[src/rtl/core/march_memory_test_sequencer_top_macros.svh]
// ----------------------------------------------------------------------------
// March memory test sequencer: assertion macros
// Shared concurrent assertion forms, sampled on the rising clock edge and
// disabled while reset is high.
// ----------------------------------------------------------------------------
`ifndef MARCH_MEMORY_TEST_SEQUENCER_TOP_MACROS_SVH
`define MARCH_MEMORY_TEST_SEQUENCER_TOP_MACROS_SVH

// Consequent must hold in the same cycle as the antecedent.
`define MTSEQ_ASSERT_NOW(label, ante, cons, msg) \
   label: assert property (@(posedge clock) disable iff (reset) (ante) |-> (cons)) \
      else $error(msg);

// Consequent must hold in the cycle after the antecedent.
`define MTSEQ_ASSERT_NEXT(label, ante, cons, msg) \
   label: assert property (@(posedge clock) disable iff (reset) (ante) |=> (cons)) \
      else $error(msg);

`endif

[src/rtl/core/mtseq_pkg.sv]
// ----------------------------------------------------------------------------
// March memory test sequencer package
// Types, element tables and constants shared by the sequencer modules.
// ----------------------------------------------------------------------------
package mtseq_pkg;

   localparam int NUM_ELEMENTS = 16;
   localparam int ELEM_W       = 5;
   localparam int LEN_W        = 21;
   localparam int DATA_W       = 8;
   localparam int ERR_W        = 24;
   localparam int BASE_FIELD_W = 20;

   localparam logic [LEN_W-1:0] LEN_RESET = 21'd131072;
   localparam logic [ERR_W-1:0] ERR_MAX   = 24'hFFFFFF;

   typedef enum logic [1:0] {
      CMD_NONE  = 2'd0,
      CMD_READ  = 2'd1,
      CMD_WRITE = 2'd2
   } cmd_type;

   typedef enum logic {
      OP_START   = 1'b0,
      OP_ADVANCE = 1'b1
   } op_type;

   typedef enum logic {
      CSR_BASE   = 1'b0,
      CSR_LENGTH = 1'b1
   } csr_index_type;

   // Bit i is set when element i walks the block in descending order.
   localparam logic [NUM_ELEMENTS-1:0] EL_DESC = 16'hAA8E;

   localparam logic [DATA_W-1:0] EL_EXPECT [NUM_ELEMENTS] = '{
      8'h00, 8'h00, 8'h00, 8'hFF, 8'h00, 8'hFF, 8'h00, 8'h55,
      8'hAA, 8'h55, 8'h33, 8'hCC, 8'h33, 8'h0F, 8'hF0, 8'h0F};

   localparam logic [DATA_W-1:0] EL_WRITE [NUM_ELEMENTS] = '{
      8'h00, 8'h00, 8'hFF, 8'h00, 8'hFF, 8'h00, 8'h55, 8'hAA,
      8'h55, 8'h33, 8'hCC, 8'h33, 8'h0F, 8'hF0, 8'h0F, 8'h00};

   typedef struct packed {
      logic [ELEM_W-1:0] element_index;
      logic [LEN_W-1:0]  offset_counter;
      logic              write_phase;
      logic              pending_read;
      logic [ERR_W-1:0]  error_count;
      logic              running;
   } state_type;

endpackage

[src/rtl/core/mtseq_step.sv]
// ----------------------------------------------------------------------------
// March memory test sequencer: step logic
// Works out the memory command of one tick and the next sequencer state.
// ----------------------------------------------------------------------------
module mtseq_step #(
   parameter int ADDR_WIDTH = 20
) (
   input  mtseq_pkg::state_type           state_cur,
   input  logic [ADDR_WIDTH-1:0]          block_base,
   input  logic [mtseq_pkg::LEN_W-1:0]    block_len,
   input  mtseq_pkg::op_type              op,
   input  logic [mtseq_pkg::DATA_W-1:0]   read_data,
   output mtseq_pkg::state_type           state_nxt,
   output mtseq_pkg::cmd_type             mem_cmd,
   output logic [ADDR_WIDTH-1:0]          mem_addr,
   output logic [mtseq_pkg::DATA_W-1:0]   write_data,
   output logic                           mismatch
);

   localparam int SUM_W = (ADDR_WIDTH > mtseq_pkg::LEN_W) ? ADDR_WIDTH : mtseq_pkg::LEN_W;

   logic [3:0]                      el;
   logic [SUM_W-1:0]                idx;
   logic [SUM_W-1:0]                addr_sum;
   logic                            last_step;
   logic                            advance;
   logic [mtseq_pkg::ELEM_W-1:0]    elem_inc;

   always_comb begin
      el        = state_cur.element_index[3:0];
      idx       = mtseq_pkg::EL_DESC[el]
                ? (SUM_W'(block_len) - SUM_W'(1) - SUM_W'(state_cur.offset_counter))
                : SUM_W'(state_cur.offset_counter);
      addr_sum  = SUM_W'(block_base) + idx;
      last_step = ({1'b0, state_cur.offset_counter} + 22'd1) >= {1'b0, block_len};
      elem_inc  = state_cur.element_index + 5'd1;
      advance   = 1'b0;

      state_nxt  = state_cur;
      mem_cmd    = mtseq_pkg::CMD_NONE;
      mem_addr   = '0;
      write_data = '0;
      mismatch   = 1'b0;

      if (op == mtseq_pkg::OP_START) begin
         state_nxt         = '0;
         state_nxt.running = 1'b1;
      end else if (state_cur.running) begin
         if (block_len == '0) begin
            state_nxt.element_index  = mtseq_pkg::ELEM_W'(mtseq_pkg::NUM_ELEMENTS);
            state_nxt.offset_counter = '0;
            state_nxt.write_phase    = 1'b0;
            state_nxt.pending_read   = 1'b0;
            state_nxt.running        = 1'b0;
         end else begin
            mem_addr = addr_sum[ADDR_WIDTH-1:0];
            if (el < 4'd2) begin
               mem_cmd    = mtseq_pkg::CMD_WRITE;
               write_data = mtseq_pkg::EL_WRITE[el];
               advance    = 1'b1;
            end else if (!state_cur.write_phase) begin
               mem_cmd                = mtseq_pkg::CMD_READ;
               state_nxt.pending_read = 1'b1;
               state_nxt.write_phase  = 1'b1;
            end else begin
               if (state_cur.pending_read && read_data != mtseq_pkg::EL_EXPECT[el]) begin
                  mismatch = 1'b1;
                  if (state_cur.error_count != mtseq_pkg::ERR_MAX) begin
                     state_nxt.error_count = state_cur.error_count + 24'd1;
                  end
               end
               state_nxt.pending_read = 1'b0;
               state_nxt.write_phase  = 1'b0;
               mem_cmd                = mtseq_pkg::CMD_WRITE;
               write_data             = mtseq_pkg::EL_WRITE[el];
               advance                = 1'b1;
            end
            if (advance) begin
               if (last_step) begin
                  state_nxt.offset_counter = '0;
                  state_nxt.element_index  = elem_inc;
                  if (elem_inc[4]) begin
                     state_nxt.running = 1'b0;
                  end
               end else begin
                  state_nxt.offset_counter = state_cur.offset_counter + 21'd1;
               end
            end
         end
      end
   end

endmodule

[src/rtl/core/march_memory_test_sequencer_top.sv]
// ----------------------------------------------------------------------------
// March memory test sequencer: top level
// March C- style byte memory self-test. Each accepted item is one tick and
// yields one item holding the memory command for that tick.
// ----------------------------------------------------------------------------
//  Channel | Direction | Contents
//  req_    | in        | tuser: op; tdata: read_data
//  rsp_    | out       | tuser: mem_cmd; tdata: address, write data, mismatch,
//          |           | error total, finished
//  csr_    | in        | index 0 base address, index 1 block length
//
// One item is accepted in every cycle unless the output stalls; its result
// is registered and appears in the next cycle. The rate is set by the single
// result register, which holds a result while the output is stalled and takes
// a new one as the held result is taken. Reset is synchronous and returns the
// sequencer to idle with default base address 0 and block length 131072.
// ----------------------------------------------------------------------------
`include "march_memory_test_sequencer_top_macros.svh"

module march_memory_test_sequencer_top #(
   parameter int ADDR_WIDTH = 20
) (
   input  logic                                   clock,
   input  logic                                   reset,
   input  logic                                   req_tvalid,
   output logic                                   req_tready,
   input  logic                                   req_tuser,  // op
   input  logic [7:0]                             req_tdata,  // read_data
   output logic                                   rsp_tvalid,
   input  logic                                   rsp_tready,
   output logic [1:0]                             rsp_tuser,  // mem_cmd
   // mem_addr, write_data, mismatch, error_total, finished, zero fill
   output logic [((ADDR_WIDTH+34+7)/8)*8-1:0]     rsp_tdata,
   input  logic                                   csr_we,
   input  logic                                   csr_addr,
   input  logic [20:0]                            csr_wdata
);

   localparam int RSP_TDATA_W = ((ADDR_WIDTH + 34 + 7) / 8) * 8;
   localparam int BASE_W      = (ADDR_WIDTH < mtseq_pkg::BASE_FIELD_W)
                              ? ADDR_WIDTH : mtseq_pkg::BASE_FIELD_W;

   logic [ADDR_WIDTH-1:0]              base_ff, base_in;
   logic [mtseq_pkg::LEN_W-1:0]        len_ff, len_in;
   mtseq_pkg::state_type               state_ff, state_in, state_step;
   logic                               rsp_valid_ff, rsp_valid_in;
   logic [1:0]                         rsp_user_ff, rsp_user_in;
   logic [RSP_TDATA_W-1:0]             rsp_data_ff, rsp_data_in;

   logic                               req_accept;
   mtseq_pkg::cmd_type                 step_cmd;
   logic [ADDR_WIDTH-1:0]              step_addr;
   logic [mtseq_pkg::DATA_W-1:0]       step_wdata;
   logic                               step_mismatch;

   assign req_tready = !rsp_valid_ff || rsp_tready;
   assign req_accept = req_tvalid && req_tready;
   assign rsp_tvalid = rsp_valid_ff;
   assign rsp_tuser  = rsp_user_ff;
   assign rsp_tdata  = rsp_data_ff;

   mtseq_step #(
      .ADDR_WIDTH (ADDR_WIDTH)
   ) u_step (
      .state_cur  (state_ff),
      .block_base (base_ff),
      .block_len  (len_ff),
      .op         (mtseq_pkg::op_type'(req_tuser)),
      .read_data  (req_tdata),
      .state_nxt  (state_step),
      .mem_cmd    (step_cmd),
      .mem_addr   (step_addr),
      .write_data (step_wdata),
      .mismatch   (step_mismatch)
   );

   always_comb begin
      base_in = base_ff;
      len_in  = len_ff;
      if (csr_we) begin
         unique case (mtseq_pkg::csr_index_type'(csr_addr))
            mtseq_pkg::CSR_BASE: begin
               base_in = ADDR_WIDTH'(csr_wdata[BASE_W-1:0]);
            end
            mtseq_pkg::CSR_LENGTH: begin
               len_in = csr_wdata;
            end
            default: begin
               len_in = len_ff;
            end
         endcase
      end
   end

   always_comb begin
      state_in     = state_ff;
      rsp_valid_in = rsp_valid_ff && !rsp_tready;
      rsp_user_in  = rsp_user_ff;
      rsp_data_in  = rsp_data_ff;
      if (req_accept) begin
         state_in     = state_step;
         rsp_valid_in = 1'b1;
         rsp_user_in  = step_cmd;
         rsp_data_in  = RSP_TDATA_W'({state_step.element_index[4],
                                      state_step.error_count,
                                      step_mismatch,
                                      step_wdata,
                                      step_addr});
      end
   end

   always_ff @(posedge clock) begin
      if (reset) begin
         base_ff      <= '0;
         len_ff       <= mtseq_pkg::LEN_RESET;
         state_ff     <= '0;
         rsp_valid_ff <= 1'b0;
      end else begin
         base_ff      <= base_in;
         len_ff       <= len_in;
         state_ff     <= state_in;
         rsp_valid_ff <= rsp_valid_in;
      end
   end

   always_ff @(posedge clock) begin
      rsp_user_ff <= rsp_user_in;
      rsp_data_ff <= rsp_data_in;
   end

   `MTSEQ_ASSERT_NOW(a_read_pairs, 1'b1, state_ff.write_phase == state_ff.pending_read, "Write phase and outstanding read have parted.")
   `MTSEQ_ASSERT_NOW(a_done_idle, state_ff.element_index[4], !state_ff.running && state_ff.element_index[3:0] == 4'd0, "Finished sequencer is still running or past the last element.")
   `MTSEQ_ASSERT_NEXT(a_start_clears, req_accept && req_tuser == mtseq_pkg::OP_START, state_ff.running && state_ff.error_count == '0, "Start item did not restart the test.")
   `MTSEQ_ASSERT_NEXT(a_err_grows, req_accept && req_tuser == mtseq_pkg::OP_ADVANCE, state_ff.error_count >= $past(state_ff.error_count), "Error count fell on an advance item.")

endmodule

[config.mk]
export PLATFORM = sky130hd
export DESIGN_NAME = march_memory_test_sequencer_top
export DESIGN_NICKNAME = d
export VERILOG_FILES = /design/src/rtl/core/mtseq_pkg.sv /design/src/rtl/core/mtseq_step.sv /design/src/rtl/core/march_memory_test_sequencer_top.sv
export VERILOG_INCLUDE_DIRS = /design/src /design/src/rtl/core
export SDC_FILE = /design/constraint.sdc
export NUM_CORES = 1
export LEC_CHECK = 0
export BUFFER_PORTS_ARGS = -buffer_cell sky130_fd_sc_hd__clkbuf_2
export CORE_MARGIN = 1
export CORE_UTILIZATION = 35
export DETAILED_ROUTE_END_ITERATION = 8
export GPL_ROUTABILITY_DRIVEN = 0
export PLACE_DENSITY = 0.61
export SYNTH_ARGS = -nofsm -noshare
export SYNTH_HDL_FRONTEND = slang
export SYNTH_SLANG_ARGS = --single-unit
[constraint.sdc]
create_clock -name clock -period 8.1 [get_ports clock]
set_input_delay 0.405 -clock clock [delete_from_list [all_inputs] [get_ports clock]]
set_output_delay 0.405 -clock clock [all_outputs]
set_load 0.02 [all_outputs]
==> impl_metrics.json, run 1 <==
{
  "outcome": "completed",
  "antenna_found_initial": 0,
  "cp.depth": 19,
  "die_w_um": 168.8,
  "startpoint_type": "flop",
  "drt_iter0_drc": 537,
  "critical_path_arrival_ns": 5.22,
  "final_cell_count_no_fill": 1607,
  "dp_hpwl_mm": 17.04,
  "final.setup.tns_ns": 0,
  "ant_nets": 0,
  "critical_path.slowest_cell": "a2111oi_0",
  "grt_pass1_wl_mm": 39.72,
  "clock-sinks": 151,
  "grt_max_degree": 68,
  "fin_skew_ns": 0.01196,
  "ys_seq_area_share_pct": 36.80,
  "synthFlopType": "dfxtp_1",
  "cts_setup_buffers": 0,
  "cts_root_buf": "clkbuf_16",
  "wl_per_cell_um": 15.15,
  "final_max_slew_viol_count": 0,
  "path_delay_family": "compound AO/OA/AOI/OAI gates",
  "fp-row-count": 60,
  "ys_types": 76,
  "dr.pass1.iters": 5,
  "setup_violations": 0,
  "grtUsageTotal_pct": 17.31,
  "yosysWarnings": 0,
  "ios": 96,
  "synthCells": 1158,
  "vias": 8505,
  "r2r_start": "state_ff[27]$_SDFFE_PP0P_",
  "slew_headroom_pct": 27.09,
  "nets": 1325,
  "power_density_nw_per_um2": 166.1,
  "rrSetupSlack_ns": 3.07,
  "clk_pin_slew_worst_paths_ns": 0.06,
  "die_y_um": 168.8,
  "crit_end": "rsp_tdata[19]$_SDFFCE_PP0P_",
  "diodes": 0,
  "critPathRequiredTime_ns": 8.29,
  "clock.fmax_ghz": 0.1987,
  "grt_pass1_vias": 7935,
  "die_area_um2": 28490,
  "grt-ovfl-total": 0,
  "maxCapViolCount": 0,
  "viasPerCell": 5.292,
  "netlist_top_cells_area": "dfxtp_1, edfxtp_1, ha_1",
  "syn_area_um2": 9737,
  "start_util_pct": 35.93,
  "wirelength_mm": 24.34,
  "htree_levels": 4,
  "yosysTopAreaCell": "dfxtp_1",
  "clockBufferDepth": 2,
  "syn_avg_cell_area_um2": 8.408,
  "max_stage_delay_ns": 0.89,
  "end_kind": "flop",
  "leakage_uw": 0.004204,
  "synthArstFlopShare_pct": 0,
  "worstPathCellList": "inv_1, ha_1, inv_1, fa_1, nor2b_1, o21a_1, o21ai_1, a2111oi_0, o31ai_1, nand3_1, o21ai_0, ha_1, o21ai_0, nand2b_1, a221oi_1, o211ai_1, a41oi_1, or3_1, nand2_1",
  "synth.top_cells.by_count": "nand2_1, a21oi_1, dfxtp_1, nor2_1, ha_1",
  "ctsResizeCount": 0,
  "period_share_pct": 62.14,
  "crit_type": "flop to flop",
  "crit_start": "state_ff[27]$_SDFFE_PP0P_",
  "path_buf_inv": 2,
  "finalHoldViolations": 0,
  "worstMarginPinSlew_ns": 1.090,
  "cts_tree": "yes",
  "rr_worst_depth": 19,
  "areaGrowthSynthToFinish_pct": 13.88,
  "min_path_type": "input port to flop",
  "synth_enable_flop_cells": 56,
  "ys_seq_elements": 151,
  "placed_cells": 1575,
  "layout-drive-gt1-share_pct": 13.28,
  "reg2reg_to": "rsp_tdata[19]$_SDFFCE_PP0P_",
  "clk_latency_ns": 0.43,
  "synth.most_common_cell": "nand2_1",
  "ctsHoldBuffers": 0,
  "route.detailed.drc": 0,
  "coreArea_um2": 27100,
  "fin_crit_ns": 5.033,
  "rsz0062_at_grt": "false",
  "numCtsBuffers": 17,
  "crit_fanout": 6,
  "ir_worst_vdd_mv": 0.1347,
  "port_buffers": 93,
  "yosysTopAreaCellShare_pct": 19.53
}
## worst min-delay path by stage
stage / from / end / slack [ns] / cells after the start
after global placement: base_ff[0]$_SDFFE_PP0P_ / base_ff[0]$_SDFFE_PP0P_ / 0.45 / 2
after floorplan: base_ff[0]$_SDFFE_PP0P_ / base_ff[0]$_SDFFE_PP0P_ / 0.44 / 2
after detailed placement: base_ff[0]$_SDFFE_PP0P_ / base_ff[0]$_SDFFE_PP0P_ / 0.45 / 2
after global routing: csr_wdata[8] / len_ff[8]$_SDFFE_PP0P_ / 0.21 / 3
final: csr_wdata[2] / base_ff[2]$_SDFFE_PP0P_ / 0.20 / 3
after CTS: csr_wdata[2] / len_ff[2]$_SDFFE_PP0P_ / 0.19 / 3
## worst register-to-register path: stages, from the launching register on
cell	delay (ns)
dfxtp_1	0.38
inv_1	0.14
ha_1	0.23
inv_1	0.07
fa_1	0.40
nor2b_1	0.13
o21a_1	0.13
o21ai_1	0.12
a2111oi_0	0.89
o31ai_1	0.21
nand3_1	0.12
o21ai_0	0.09
ha_1	0.34
o21ai_0	0.10
nand2b_1	0.11
a221oi_1	0.54
o211ai_1	0.26
a41oi_1	0.33
or3_1	0.15
nand2_1	0.04
## flip-flops by register name, indices dropped and copies added (netlist names), named ones only
register and flops:
state_ff 52, rsp_tvalid 1, len_ff 21, rsp_tuser 2
rsp_tdata 54, base_ff 20
## cells in the final DEF (no fill, tap or decap), drive strengths merged, types with 17 or more instances in the layout
| cell type | count |
|---|---|
| dfxtp | 95 |
| inv | 63 |
| nand2 | 139 |
| nor2 | 93 |
| ha | 65 |
| nand4 | 21 |
| nor3 | 30 |
| or3 | 27 |
| clkbuf | 112 |
| o21ai | 67 |
| edfxtp | 56 |
| xor2 | 26 |
| a21oi | 119 |
| a22oi | 19 |
| xnor2 | 43 |
| and3 | 17 |
| nand3 | 30 |
## cell families after synthesis
group	after synthesis	synth area share (%)
simple gates	438	22.36
mux	9	1.324
fa+ha+maj	67	8.764
compound gates	303	19.49
other cells	1	0.03851
flops	151	36.80
buf+inv	120	5.011
xor+xnor	69	6.207
## stage by stage
| step | power (µW) | instance area (µm²) | setup slack [ns] | utilization [%] | hold WS, ns |
|---|---|---|---|---|---|
| 2_1_floorplan | 989.5 | 9741 | 4.020 | - | 0.4406 |
| 3_3_place_gp | 1052 | 10490 | 3.374 | 38.71 | 0.4476 |
| 3_5_place_dp | 1055 | 10490 | 3.297 | 38.71 | 0.4522 |
| 4_1_cts | 1860 | 11090 | 3.276 | 40.91 | 0.1920 |
| 5_1_grt | 1913 | 11090 | 2.737 | 40.91 | 0.2092 |
| 6_report | 1841 | 11090 | 3.067 | 40.91 | 0.2039 |
## per-layer routing
metal  track usage, %  wire, µm  up-vias
li1                 -         -     4303
met1            23.40     11860     4026
met2            28.94     11460      158
met3            2.478       792       18
met4            4.269       231        0
met5                0         0        -
## where the power goes
| group | leakage, µW | switching, µW | internal, µW |
|---|---|---|---|
| registers | 0.00133 | 13.7 | 810 |
| clock network | 0.000284 | 343 | 461 |
| logic | 0.00259 | 139 | 75.9 |
## area by class of cell
type / instances / area, µm²
flip-flops and latches: 151 / 3583
multi-input cells: 888 / 5674
inverters: 62 / 232.7
clock inverters: 12 / 118.9
clock buffers: 20 / 478.0
well taps: 372 / 465.4
repair buffers: 102 / 535.5
fillers: 2719 / 16010
Note: power is estimated with default switching activity, not from simulation.
==> inputs of run 2 (changes only) <==
--- a/config.mk
+++ b/config.mk
@@ -11,7 +11,7 @@
 export CORE_UTILIZATION = 35
 export DETAILED_ROUTE_END_ITERATION = 8
 export GPL_ROUTABILITY_DRIVEN = 0
-export PLACE_DENSITY = 0.61
+export PLACE_DENSITY = 0.63
 export SYNTH_ARGS = -nofsm -noshare
 export SYNTH_HDL_FRONTEND = slang
 export SYNTH_SLANG_ARGS = --single-unit
==> constraint.sdc (replaced) <==
create_clock -name clock -period 4.2 [get_ports clock]
set_input_delay 0.21 -clock clock [delete_from_list [all_inputs] [get_ports clock]]
set_output_delay 0.21 -clock clock [all_outputs]
set_load 0.02 [all_outputs]
==> impl_metrics.json, run 2 (synthesized netlist as in run 1, its figures left out) <==
{
  "cts_root_buf": "clkbuf_16",
  "p_clk_share_pct": 45.6,
  "grt_pass1_vias": 8176,
  "cts_tree": "yes",
  "numCtsBuffers": 17,
  "layout_common_cells": "nand2_1, a21oi_1, nor2_1, clkbuf_2, dfxtp_1",
  "die_area_um2": 28490,
  "met2WireLength_mm": 12.11,
  "final_max_slew_viol_count": 0,
  "placed_cells": 1601,
  "place_ws_ns": -0.06393,
  "mostFrequentLayoutCell": "nand2_1",
  "fillers": 2682,
  "clk_pin_slew_worst_paths_ns": 0.06,
  "met1Wirelength_mm": 11.90,
  "grtUsageTotal_pct": 17.59,
  "diodes": 0,
  "startpoint_type": "flop",
  "finalHoldViolations": 0,
  "power.share.switching_pct": 25.73,
  "dr.pass1.iters": 5,
  "grt-ovfl-total": 0,
  "ant_nets": 0,
  "power_density_nw_per_um2": 323.1,
  "antenna_found_initial": 0,
  "fin_area_um2": 11630,
  "wl_per_cell_um": 15.33,
  "setup_violations": 0,
  "slew_headroom_pct": 26.88,
  "dp_hpwl_mm": 17.76,
  "combPwrFrac_pct": 12.1,
  "nets": 1362,
  "min_from": "csr_wdata[17]",
  "period_share_pct": 96.04,
  "min_path_type": "input port to flop",
  "seq_area_um2": 3588,
  "coreArea_um2": 27100,
  "highest_layer": "met4",
  "grt_max_degree": 68,
  "finalPower_uw": 3758,
  "start_util_pct": 35.93,
  "die_y_um": 168.8,
  "rsz0062_at_grt": "true",
  "port_buffers": 93,
  "power.switching_uw": 966.8,
  "maxCapViolCount": 0,
  "place_area_um2": 10700,
  "wl_met3_um": 785,
  "htree_levels": 4,
  "viasPerCell": 5.329,
  "wirelength_mm": 25.21,
  "r2r_start": "state_ff[37]$_SDFFE_PP0P_",
  "ios": 96,
  "multi_input_area_um2": 5841,
  "crit_start": "state_ff[37]$_SDFFE_PP0P_",
  "clk_latency_ns": 0.43,
  "critPathRequiredTime_ns": 4.55,
  "die_w_um": 168.8,
  "crit_type": "flop to flop",
  "route.detailed.drc": 0,
  "vias": 8761,
  "largest_register_ffs": 54,
  "clockBufferDepth": 2,
  "fin_crit_ns": 4.034,
  "outcome": "completed",
  "ir_worst_vdd_mv": 0.2635,
  "crit_fanout": 5,
  "seqPwrFrac_pct": 42.3,
  "layout-drive-gt1-share_pct": 17.69,
  "drt_iter0_drc": 596,
  "areaGrowthSynthToFinish_pct": 19.43,
  "fin_skew_ns": 0.01321,
  "intPower_uw": 2791,
  "clock-sinks": 151,
  "final_cell_count_no_fill": 1644,
  "leakage_uw": 0.004449,
  "worstMarginPinSlew_ns": 1.096,
  "fin_ws_ns": 0.1662,
  "end_kind": "flop",
  "clock.fmax_ghz": 0.2479,
  "critical_path_arrival_ns": 4.38,
  "fp-row-count": 60,
  "final.setup.tns_ns": 0,
  "grt_pass1_wl_mm": 40.34
}
-- run 2: changes by cell type in the layout (fill, tap and decap cells not counted), sizes merged --
cell and change:
buf +31, dlygate4sd3 +6, bufinv +3, clkinv -3, clkinvlp -2, inv +2
-- run 2: final cells by class --
type,count,share of cell area [%]
timing repair buffer,139,7.263
tap,372,4.003
clock inverter,12,1.625
multi-input combinational,888,50.23
clock buffer,20,4.024
sequential,151,30.86
inverter,62,2.001
-- run 2: worst max-delay path, stage by stage (launching register included) --
cell and delay, ns:
dfxtp_1 0.39, and4_1 0.26, nand4_1 0.15, or3_1 0.43, nor4_1 0.19, buf_4 0.17
xnor2_1 0.12, ha_1 0.28, nand3_1 0.12, nor2_1 0.06, a2111oi_2 0.35, nor2_1 0.14
or3_2 0.53, and3_1 0.20, o2bb2ai_2 0.17, and3b_1 0.20, a211oi_2 0.18
-- run 2: metal layers --
metal,vias to the layer above,GRT usage [%]
met5,-,0
met4,0,5.455
met3,31,2.689
met2,179,29.46
met1,4174,23.21
li1,4377,-
-- run 2: through the flow --
step	hold slack [ns]	utilization [%]
2_1_floorplan	0.3313	-
3_3_place_gp	0.4466	39.48
3_5_place_dp	0.4496	39.48
4_1_cts	0.003244	42.17
5_1_grt	0.01452	42.91
6_report	0.01804	42.91
-- run 2: final timing paths --
kind	endpoint	slack (ns)	cells past startpoint
hold reg to reg	base_ff[6]$_SDFFE_PP0P_	0.46	2
setup reg to reg	flop	0.17	16
hold / removal	base_ff[17]$_SDFFE_PP0P_	0.02	3
setup / recovery	flop	0.17	16
-- run 2: power by group through the flow --
stage / sequential, µW / combinational [µW] / clock, µW
floorplan: 1650 / 259 / 0
global placement: 1620 / 420 / 0
detailed placement: 1620 / 426 / 0
CTS: 1590 / 436 / 1740
global route: 1590 / 499 / 1790
finish: 1590 / 455 / 1710
-- run 2: what timing repair did --
action	CTS	global route
gates resized for setup	3	42
hold buffers	6	0
endpoints found under the setup margin	3	15
pin swaps	0	23
endpoints found under the hold margin	7	0
setup buffers	0	6
==> inputs of run 3 (changes only) <==
--- a/config.mk
+++ b/config.mk
@@ -11,6 +11,8 @@
 export CORE_UTILIZATION = 35
 export DETAILED_ROUTE_END_ITERATION = 8
 export GPL_ROUTABILITY_DRIVEN = 0
+export GPL_TIMING_DRIVEN = 0
+export MAX_ROUTING_LAYER = met4
 export PLACE_DENSITY = 0.63
 export SYNTH_ARGS = -nofsm -noshare
 export SYNTH_HDL_FRONTEND = slang
==> impl_metrics.json, run 3 (synthesized netlist as in run 1, its figures left out) <==
{
  "outcome": "completed",
  "viasPerCell": 5.345,
  "htree_levels": 4,
  "fp-row-count": 60,
  "worstMarginPinSlew_ns": 1.350,
  "power.switching_uw": 977.3,
  "layout-drive-gt1-share_pct": 17.15,
  "startpoint_type": "flop",
  "areaGrowthSynthToFinish_pct": 19.44,
  "crit_end": "rsp_tdata[19]$_SDFFCE_PP0P_",
  "worstPathCellList": "inv_1, ha_1, nor2b_1, o21a_2, o21ai_4, buf_4, nand3b_1, o21ai_0, ha_1, inv_1, nor2_1, a311o_1, o31a_1, a221oi_4, o211ai_1, a41oi_2, or3_1, nand2_1",
  "power.share.switching_pct": 26.99,
  "antenna_found_initial": 0,
  "combPwrFrac_pct": 12.9,
  "post-route-util_pct": 42.91,
  "grtUsageTotal_pct": 19.74,
  "fin_skew_ns": 0.01015,
  "layout_common_cells": "nand2_1, a21oi_1, clkbuf_2, nor2_1, dfxtp_1",
  "leakage_uw": 0.004415,
  "fillers": 2704,
  "crit_start": "state_ff[29]$_SDFFE_PP0P_",
  "setup_violations": 0,
  "route.detailed.drc": 0,
  "seqPwrFrac_pct": 43.8,
  "grt_pass1_wl_mm": 43.28,
  "power_density_nw_per_um2": 311.4,
  "cts_tree": "yes",
  "rrSetupSlack_ns": 0.003,
  "grt_max_degree": 35,
  "highest_layer": "met4",
  "ios": 96,
  "crit_fanout": 6,
  "p_clk_share_pct": 43.4,
  "critical_path.slowest_cell": "dfxtp_4",
  "mostFrequentLayoutCell": "nand2_1",
  "finalHoldViolations": 0,
  "clk_latency_ns": 0.43,
  "largest_register_ffs": 54,
  "place_ws_ns": -0.8373,
  "dr.pass1.iters": 6,
  "numCtsBuffers": 17,
  "clk_pin_slew_worst_paths_ns": 0.07,
  "final_cell_count_no_fill": 1672,
  "max_stage_delay_ns": 0.38,
  "min_path_type": "input port to flop",
  "multi_input_area_um2": 5867,
  "fin_area_um2": 11630,
  "final_max_slew_viol_count": 0,
  "end_kind": "flop",
  "ant_nets": 0,
  "grt-ovfl-total": 0,
  "diodes": 0,
  "critical_path_arrival_ns": 4.37,
  "vias": 8937,
  "grt_pass1_vias": 8340,
  "drt_iter0_drc": 809,
  "seq_area_um2": 3600,
  "wl_per_cell_um": 16.33,
  "met2WireLength_mm": 12.72,
  "nets": 1390,
  "die_area_um2": 28490,
  "rsz0062_at_grt": "true",
  "period_share_pct": 99.93,
  "clockBufferDepth": 2,
  "cts_root_buf": "clkbuf_16",
  "wl_met3_mm": 1.325,
  "clock.fmax_ghz": 0.2383,
  "intPower_uw": 2644,
  "clock-sinks": 151,
  "coreArea_um2": 27100,
  "fin_crit_ns": 4.197,
  "maxCapViolCount": 0,
  "crit_type": "flop to flop",
  "die_w_um": 168.8,
  "ir_worst_vdd_mv": 0.2513,
  "reg2reg_to": "rsp_tdata[19]$_SDFFCE_PP0P_",
  "r2r_start": "state_ff[29]$_SDFFE_PP0P_",
  "slew_headroom_pct": 9.827,
  "met1Wirelength_mm": 12.82,
  "critPathRequiredTime_ns": 4.38,
  "placed_cells": 1625,
  "start_util_pct": 35.93,
  "dp_hpwl_mm": 19.96,
  "place_area_um2": 10690,
  "fin_ws_ns": 0.002927,
  "rr_worst_depth": 18,
  "die_y_um": 168.8,
  "wirelength_mm": 27.30,
  "port_buffers": 93
}
-- run 3: changes by cell type in the layout (fill, tap and decap cells not counted), sizes merged --
cell         before  now
inv              65   67
buf              41   28
clkinvlp          1    2
clkbuf          112  157
bufinv            4    2
dlygate4sd3       6    1
-- run 3: what timing repair did --
item / 4_1_cts / 5_1_grt
hold buffers: 1 / 0
setup endpoints to repair: 35 / 30
buffers inserted: 5 / 10
pin swaps: 9 / 20
gates resized for setup: 29 / 34
endpoints found under the hold margin: 2 / 0
-- run 3: layout make-up --
cell class                 instances  area share (%)
clock inverter                    13           1.237
buffer                            57           2.216
inverter                          62           2.023
clock buffer                      19           3.895
tap                              372           4.002
multi-input combinational        888           50.45
sequential                       151           30.95
timing repair buffer             110           5.229
-- run 3: metal layers --
metal  up-vias  track usage, %
met2       225           31.21
met1      4254           25.78
li1       4432               -
met5         -               -
met4         0           5.613
met3        26           3.507
-- run 3: worst min-delay path by stage --
stage | slack [ns] | from | endpoint | cells after the start
floorplan | 0.33 | csr_wdata[17] | len_ff[17]$_SDFFE_PP1P_ | 2
global placement | 0.45 | req_tvalid | rsp_tvalid$_SDFF_PP0_ | 3
detailed placement | 0.45 | base_ff[10]$_SDFFE_PP0P_ | base_ff[10]$_SDFFE_PP0P_ | 2
CTS | 0.005 | req_tvalid | rsp_tvalid$_SDFF_PP0_ | 3
global route | 0.01 | req_tvalid | rsp_tvalid$_SDFF_PP0_ | 3
finish | 0.01 | req_tvalid | rsp_tvalid$_SDFF_PP0_ | 3
-- run 3: power by group through the flow --
stage | Sequential (µW) | Clock (µW) | Combinational (µW)
2_1_floorplan | 1650 | 0 | 259
3_3_place_gp | 1620 | 0 | 422
3_5_place_dp | 1620 | 0 | 432
4_1_cts | 1590 | 1590 | 448
5_1_grt | 1590 | 1660 | 507
6_report | 1580 | 1570 | 465
-- run 3: through the flow --
step                hold slack (ns)  total power, µW  TNS (ns)
floorplan                    0.3313             1908         0
CTS                        0.005472             3628         0
global placement             0.4459             2043    -17.97
detailed placement           0.4537             2051    -15.25
global route                0.01329             3758   -0.5710
finish                      0.01386             3621         0
-- run 3: critical path, delay by kind of cell (launching register included) --
family | cells | cell delay (ns)
AOI/OAI and AO/OA | 8 | 2.13
and+or+nand+nor | 5 | 0.47
adders and majority gates | 2 | 0.61
buffers and inverters | 3 | 0.34
DFF | 1 | 0.38
